--- config.mk ---
export PLATFORM = sky130hd
export DESIGN_NAME = cdfs_ctrl
export DESIGN_NICKNAME = d
export VERILOG_FILES = /design/src/cdfs_pkg.sv /design/src/cdfs_ctrl.sv
export SDC_FILE = /design/constraint.sdc
export NUM_CORES = 1
export LEC_CHECK = 0
export BUFFER_PORTS_ARGS = -buffer_cell sky130_fd_sc_hd__buf_2
export CORE_MARGIN = 10
export CORE_UTILIZATION = 58
export CTS_CLUSTER_DIAMETER = 80
export DETAILED_ROUTE_END_ITERATION = 10
export PLACE_DENSITY = 0.91
export SKIP_LAST_GASP = 1
export SLEW_MARGIN = 20
export SYNTH_ARGS = -nofsm -noshare
export SYNTH_HDL_FRONTEND = slang
export SYNTH_SLANG_ARGS = --single-unit
--- constraint.sdc ---
create_clock -name i_clk -period 4.08 [get_ports i_clk]
set_input_delay 1.02 -clock i_clk [delete_from_list [all_inputs] [get_ports i_clk]]
set_output_delay 1.02 -clock i_clk [all_outputs]
set_load 0.03 [all_outputs]
--- src/cdfs_pkg.sv ---
package cdfs_pkg;

    localparam int DEPTH       = 1024;
    localparam int WEIGHT_BITS = 16;
    localparam int FRAC_BITS   = 24;

    localparam int TAB_W   = 26;                 // cumulative entry width
    localparam int CNT_W   = $clog2(DEPTH + 1);  // holds 0..DEPTH, also table address
    localparam int IDX_W   = $clog2(DEPTH);
    localparam int SAMP_W  = FRAC_BITS + 1;
    localparam int OP_W    = 3;
    localparam int STAT_W  = 3;
    localparam int DIV_SH  = TAB_W - FRAC_BITS;  // numerator bits above the quotient window
    localparam int DIV_CNT_W = $clog2(TAB_W + 1);

    localparam logic [TAB_W-1:0]  TAB_MAX  = {TAB_W{1'b1}};
    localparam logic [TAB_W-1:0]  ONE_Q    = TAB_W'(1) << FRAC_BITS;
    localparam logic [CNT_W-1:0]  DEPTH_C  = CNT_W'(DEPTH);

    localparam logic [OP_W-1:0] OP_CLEAR     = 3'd0;
    localparam logic [OP_W-1:0] OP_APPEND    = 3'd1;
    localparam logic [OP_W-1:0] OP_NORMALIZE = 3'd2;
    localparam logic [OP_W-1:0] OP_SAMPLE    = 3'd3;
    localparam logic [OP_W-1:0] OP_READ      = 3'd4;

    localparam logic [STAT_W-1:0] ST_OK    = 3'd0;
    localparam logic [STAT_W-1:0] ST_FULL  = 3'd1;
    localparam logic [STAT_W-1:0] ST_EMPTY = 3'd2;
    localparam logic [STAT_W-1:0] ST_ZERO  = 3'd3;
    localparam logic [STAT_W-1:0] ST_OOB   = 3'd4;
    localparam logic [STAT_W-1:0] ST_SAT   = 3'd5;

    typedef enum logic [4:0] {
        ACT_NONE,
        ACT_LOAD,
        ACT_CLEAR,
        ACT_RD_LAST,
        ACT_APPEND_WR,
        ACT_NORM_SUM,
        ACT_NORM_RD,
        ACT_NORM_DIV,
        ACT_NORM_WR,
        ACT_NORM_FIN,
        ACT_SRCH_INIT,
        ACT_SRCH_RD,
        ACT_SRCH_CMP,
        ACT_PICK_RD0,
        ACT_READ_RD0,
        ACT_PICK_RD1,
        ACT_PICK_W,
        ACT_REM_DIV,
        ACT_REM_SET,
        ACT_SET_FULL,
        ACT_SET_EMPTY,
        ACT_SET_OOB,
        ACT_SET_ZERO,
        ACT_RESULT
    } t_act;

    typedef struct packed {
        t_act act;
        logic s_ready;
    } t_cmd;

    typedef struct packed {
        logic [OP_W-1:0] op;
        logic cnt_zero;
        logic full;
        logic sum_zero;
        logic srch_done;
        logic norm_last;
        logic idx_oob;
        logic width_zero;
        logic div_done;
        logic out_free;
    } t_sts;

endpackage

--- src/cdfs_ctrl.sv ---
module cdfs_ctrl
    import cdfs_pkg::*;
(
    input  logic i_clk,
    input  logic i_rst_n,
    input  logic i_s_tvalid,
    input  t_sts i_sts,
    output t_cmd o_cmd
);

    typedef enum logic [4:0] {
        S_IDLE, S_DISPATCH, S_APP_WR, S_NORM_SUM, S_NORM_CHK, S_NORM_RD, S_NORM_DIV,
        S_NORM_WAIT, S_NORM_WR, S_NORM_FIN, S_SRCH_RD, S_SRCH_CMP, S_PICK0, S_PICK1,
        S_PICK2, S_REM_CHK, S_REM_WAIT, S_RESULT
    } t_state;

    t_state r_state, n_state;
    t_act   act;

    always_comb begin
        n_state = r_state;
        act     = ACT_NONE;
        unique case (r_state)
            S_IDLE: begin
                if (i_s_tvalid) begin
                    act     = ACT_LOAD;
                    n_state = S_DISPATCH;
                end
            end
            S_DISPATCH: begin
                n_state = S_RESULT;
                unique case (i_sts.op)
                    OP_CLEAR: act = ACT_CLEAR;
                    OP_APPEND: begin
                        if (i_sts.full) begin
                            act = ACT_SET_FULL;
                        end else begin
                            act     = ACT_RD_LAST;
                            n_state = S_APP_WR;
                        end
                    end
                    OP_NORMALIZE: begin
                        act     = ACT_RD_LAST;
                        n_state = S_NORM_SUM;
                    end
                    OP_SAMPLE: begin
                        if (i_sts.cnt_zero) begin
                            act = ACT_SET_EMPTY;
                        end else begin
                            act     = ACT_SRCH_INIT;
                            n_state = S_SRCH_RD;
                        end
                    end
                    OP_READ: begin
                        if (i_sts.cnt_zero) begin
                            act = ACT_SET_EMPTY;
                        end else if (i_sts.idx_oob) begin
                            act = ACT_SET_OOB;
                        end else begin
                            act     = ACT_READ_RD0;
                            n_state = S_PICK1;
                        end
                    end
                    default: act = ACT_NONE;
                endcase
            end
            S_APP_WR: begin
                act     = ACT_APPEND_WR;
                n_state = S_RESULT;
            end
            S_NORM_SUM: begin
                act     = ACT_NORM_SUM;
                n_state = S_NORM_CHK;
            end
            S_NORM_CHK: n_state = (i_sts.cnt_zero || i_sts.sum_zero) ? S_RESULT : S_NORM_RD;
            S_NORM_RD: begin
                act     = ACT_NORM_RD;
                n_state = S_NORM_DIV;
            end
            S_NORM_DIV: begin
                act     = ACT_NORM_DIV;
                n_state = S_NORM_WAIT;
            end
            S_NORM_WAIT: begin
                if (i_sts.div_done) begin
                    n_state = S_NORM_WR;
                end
            end
            S_NORM_WR: begin
                act     = ACT_NORM_WR;
                n_state = i_sts.norm_last ? S_NORM_FIN : S_NORM_RD;
            end
            S_NORM_FIN: begin
                act     = ACT_NORM_FIN;
                n_state = S_RESULT;
            end
            S_SRCH_RD: begin
                if (i_sts.srch_done) begin
                    n_state = S_PICK0;
                end else begin
                    act     = ACT_SRCH_RD;
                    n_state = S_SRCH_CMP;
                end
            end
            S_SRCH_CMP: begin
                act     = ACT_SRCH_CMP;
                n_state = S_SRCH_RD;
            end
            S_PICK0: begin
                act     = ACT_PICK_RD0;
                n_state = S_PICK1;
            end
            S_PICK1: begin
                act     = ACT_PICK_RD1;
                n_state = S_PICK2;
            end
            S_PICK2: begin
                act     = ACT_PICK_W;
                n_state = (i_sts.op == OP_SAMPLE) ? S_REM_CHK : S_RESULT;
            end
            S_REM_CHK: begin
                if (i_sts.width_zero) begin
                    act     = ACT_SET_ZERO;
                    n_state = S_RESULT;
                end else begin
                    act     = ACT_REM_DIV;
                    n_state = S_REM_WAIT;
                end
            end
            S_REM_WAIT: begin
                if (i_sts.div_done) begin
                    act     = ACT_REM_SET;
                    n_state = S_RESULT;
                end
            end
            S_RESULT: begin
                // hold until the output register can take the result
                if (i_sts.out_free) begin
                    act     = ACT_RESULT;
                    n_state = S_IDLE;
                end
            end
            default: n_state = S_IDLE;
        endcase
    end

    always_ff @(posedge i_clk) begin
        if (!i_rst_n) begin
            r_state <= S_IDLE;
        end else begin
            r_state <= n_state;
        end
    end

    assign o_cmd.act     = act;
    assign o_cmd.s_ready = (r_state == S_IDLE);

endmodule

==> impl_metrics.tcl <==
set metrics [dict create \
    status "complete, no violations" \
    endpoint_kind "output pin" \
    synthXorXnorAreaFrac 0.0181 \
    wire_per_inst_um 16.2 \
    p_leak_nw 0.433 \
    peakVddDrop_uv 373 \
    synthFlopType "dfxtp_1" \
    synthCells 146 \
    synth_top_family_by_area "simple AND/OR/NAND/NOR gates" \
    reg_top3 "r_state (5)" \
    coreArea_um2 1540 \
    ys_seq_elements 5 \
    seq_area_frac_synth 0.103 \
    min_path_type "reg -> reg" \
    pwr-share-seq 0.188 \
    drt_iter0_drc 69 \
    cts_buffer_depth 2 \
    remaining_drc_errors 0 \
    switching_power_mw 0.206 \
    arrival_ps 2440 \
    io_buffers 20 \
    place_congestion 0.965 \
    num_vias 1203 \
    critPathLaunchType "input port" \
    area_growth_syn_to_layout_pct 7.37 \
    track_usage 0.155 \
    cp.required_ps 3060 \
    clkTransAtPathRegs_ps 40 \
    drive_above_1_share 0.208 \
    dpl-instance-area_um2 1010 \
    yosys.area_share.simple 0.393 \
    p_clk_frac 0.137 \
    routed_via_density 6.87 \
    setup_tns_ps 0 \
    fp-row-count 14 \
    p_int_mw 0.198 \
    max_freq_mhz 289 \
    min_period_ps 3460 \
    skew_ps 4.23 \
    tightest_slew_ps 685 \
    final_area_um2 1040 \
    grt_remaining_overflow 0 \
    n_antenna_cell 0 \
    cp_max_fo 12 \
    crit_type "in -> out" \
    h-tree-depth 1 \
    dieWidth_um 60.8 \
    synth_compound_area_frac 0.342 \
    synth_top_area_cell "dfxtp_1" \
    cap_viol_max_count 0 \
    max_slew_margin 0.543 \
    grt_pass1_vias 1065 \
    synth_mux_area_frac 0.0310 \
    cts.sinks 5 \
    grt_setup_unrepaired "no" \
    setup_viol 0 \
    hold_buffers 0 \
    cts_buffers 3 \
    synthArstFlopShare 0 \
    start_util 0.627 \
    largest_reg_flops 5 \
    fin_nets 175 \
    dpl.hpwl_um 2160 \
    drv_slew 0 \
    antenna_found_initial 0 \
    synthAdderAreaFrac 0 \
    cts.root.buffer_cell "clkbuf_4" \
    switching_share 0.510 \
    cts_resized 0 \
    syn_area_um2 967 \
    post-route-period-util 0.849 \
    synth.avg_cell_area_um2 6.62 \
    cts_tree "done" \
    clkLatencyLatePin_ps 240 \
    synth.area.top_cells "dfxtp_1 10%, a21oi_1 8.3%, nand2_1 5.8%, nor2_1 5.4%, buf_6 4.7%" \
    hold_viol 0 \
    die_area_um2 3700 \
    p_per_area_nw_per_um2 390 \
    synth_edf_count 0 \
    dpl.cell_count 171 \
    instances_no_fill 175 \
    post_cts_buffers 0 \
    syn-num-nets 161 \
    synth_cell_type_count 49 \
    top_register "r_state" \
    postLayoutCoreUtil 0.674 \
    yosysMostFrequentCell "a21oi_1" \
    ys_warn_count 0 \
    synth_top_cell_area_share 0.103 \
    wirelength_um 2840 \
    yosys-top-cells-count "16 x a21oi_1, 15 x nand2_1, 14 x nor2_1" \
    die_h_um 60.8 \
    grt_max_degree 22 \
    ant_nets 0 \
    io-pin-count 21 \
    grt_pass1_wl_um 4710 \
    drtPass1Iterations 4 \
    total_power_mw 0.405 \
    combPwrFrac 0.675 \
]
-- routing by layer --
layer,part of all wire,up-vias,GRT usage
li1,-,566,-
met1,0.42,552,0.222
met3,0.10,4,0.0376
met2,0.47,81,0.221
met4,0.0060,0,0.0408
met5,0,-,0
-- final timing paths --
path              startpoint         end  slack (ps)  cells after the start
setup / recovery   i_sts[11]    o_cmd[2]         620                      7
hold / removal    r_state[0]  r_state[0]         670                      3
setup reg to reg  r_state[3]  r_state[1]        2110                      5
hold reg to reg   r_state[0]  r_state[0]         670                      3
-- power by group through the flow --
| stage | Sequential (mW) | Combinational [mW] | Clock (mW) |
|---|---|---|---|
| after floorplan | 0.0618 | 0.231 | 0 |
| after global placement | 0.0758 | 0.265 | 0 |
| after detailed placement | 0.0764 | 0.269 | 0 |
| after CTS | 0.0751 | 0.270 | 0.0581 |
| after global routing | 0.0778 | 0.297 | 0.0594 |
| final | 0.0762 | 0.273 | 0.0553 |
-- worst max-delay path: stages --
cell and delay, ps:
buf_2 170, nor3b_1 180, nand2b_1 80, a21oi_1 80
a31o_1 230, or4_1 490, buf_2 190
-- cells in the final DEF, fill, tap and decap left out, types with 3 or more instances in the layout --
cell type,n
o21ai_0,6
a21o_1,4
nand3_1,4
dfxtp_1,5
a21oi_1,16
nand2_1,15
nor2b_1,3
nor2_1,14
inv_1,7
mux2i_1,3
nor3_1,5
a31oi_1,4
buf_2,20
nand2b_1,7
clkbuf_4,3
-- cell families (layout without fill, tap and decap cells) --
kind of cell / after synthesis / after routing
multiplexers: 3 / 3
XOR/XNOR: 2 / 2
AND/OR/NAND/NOR: 67 / 67
buffers and inverters: 19 / 32
AO/OA/AOI/OAI: 50 / 50
flip-flops: 5 / 5
-- layout make-up --
type	instances	area (um2)
multi-input cells	122	758
well taps	16	20.0
clock buffers	4	26.3
fillers	142	503
flip-flops and latches	5	100
inverters	7	26.3
repair buffers	21	108
-- per-stage QoR --
| stage | worst slack, ps | hold WS [ps] |
|---|---|---|
| 3_5_place_dp | 620 | 658 |
| 3_3_place_gp | 669 | 649 |
| 6_report | 615 | 666 |
| 4_1_cts | 619 | 664 |
| 5_1_grt | 514 | 694 |
| 2_1_floorplan | 799 | 657 |
Power figures use the tool's default switching activity.
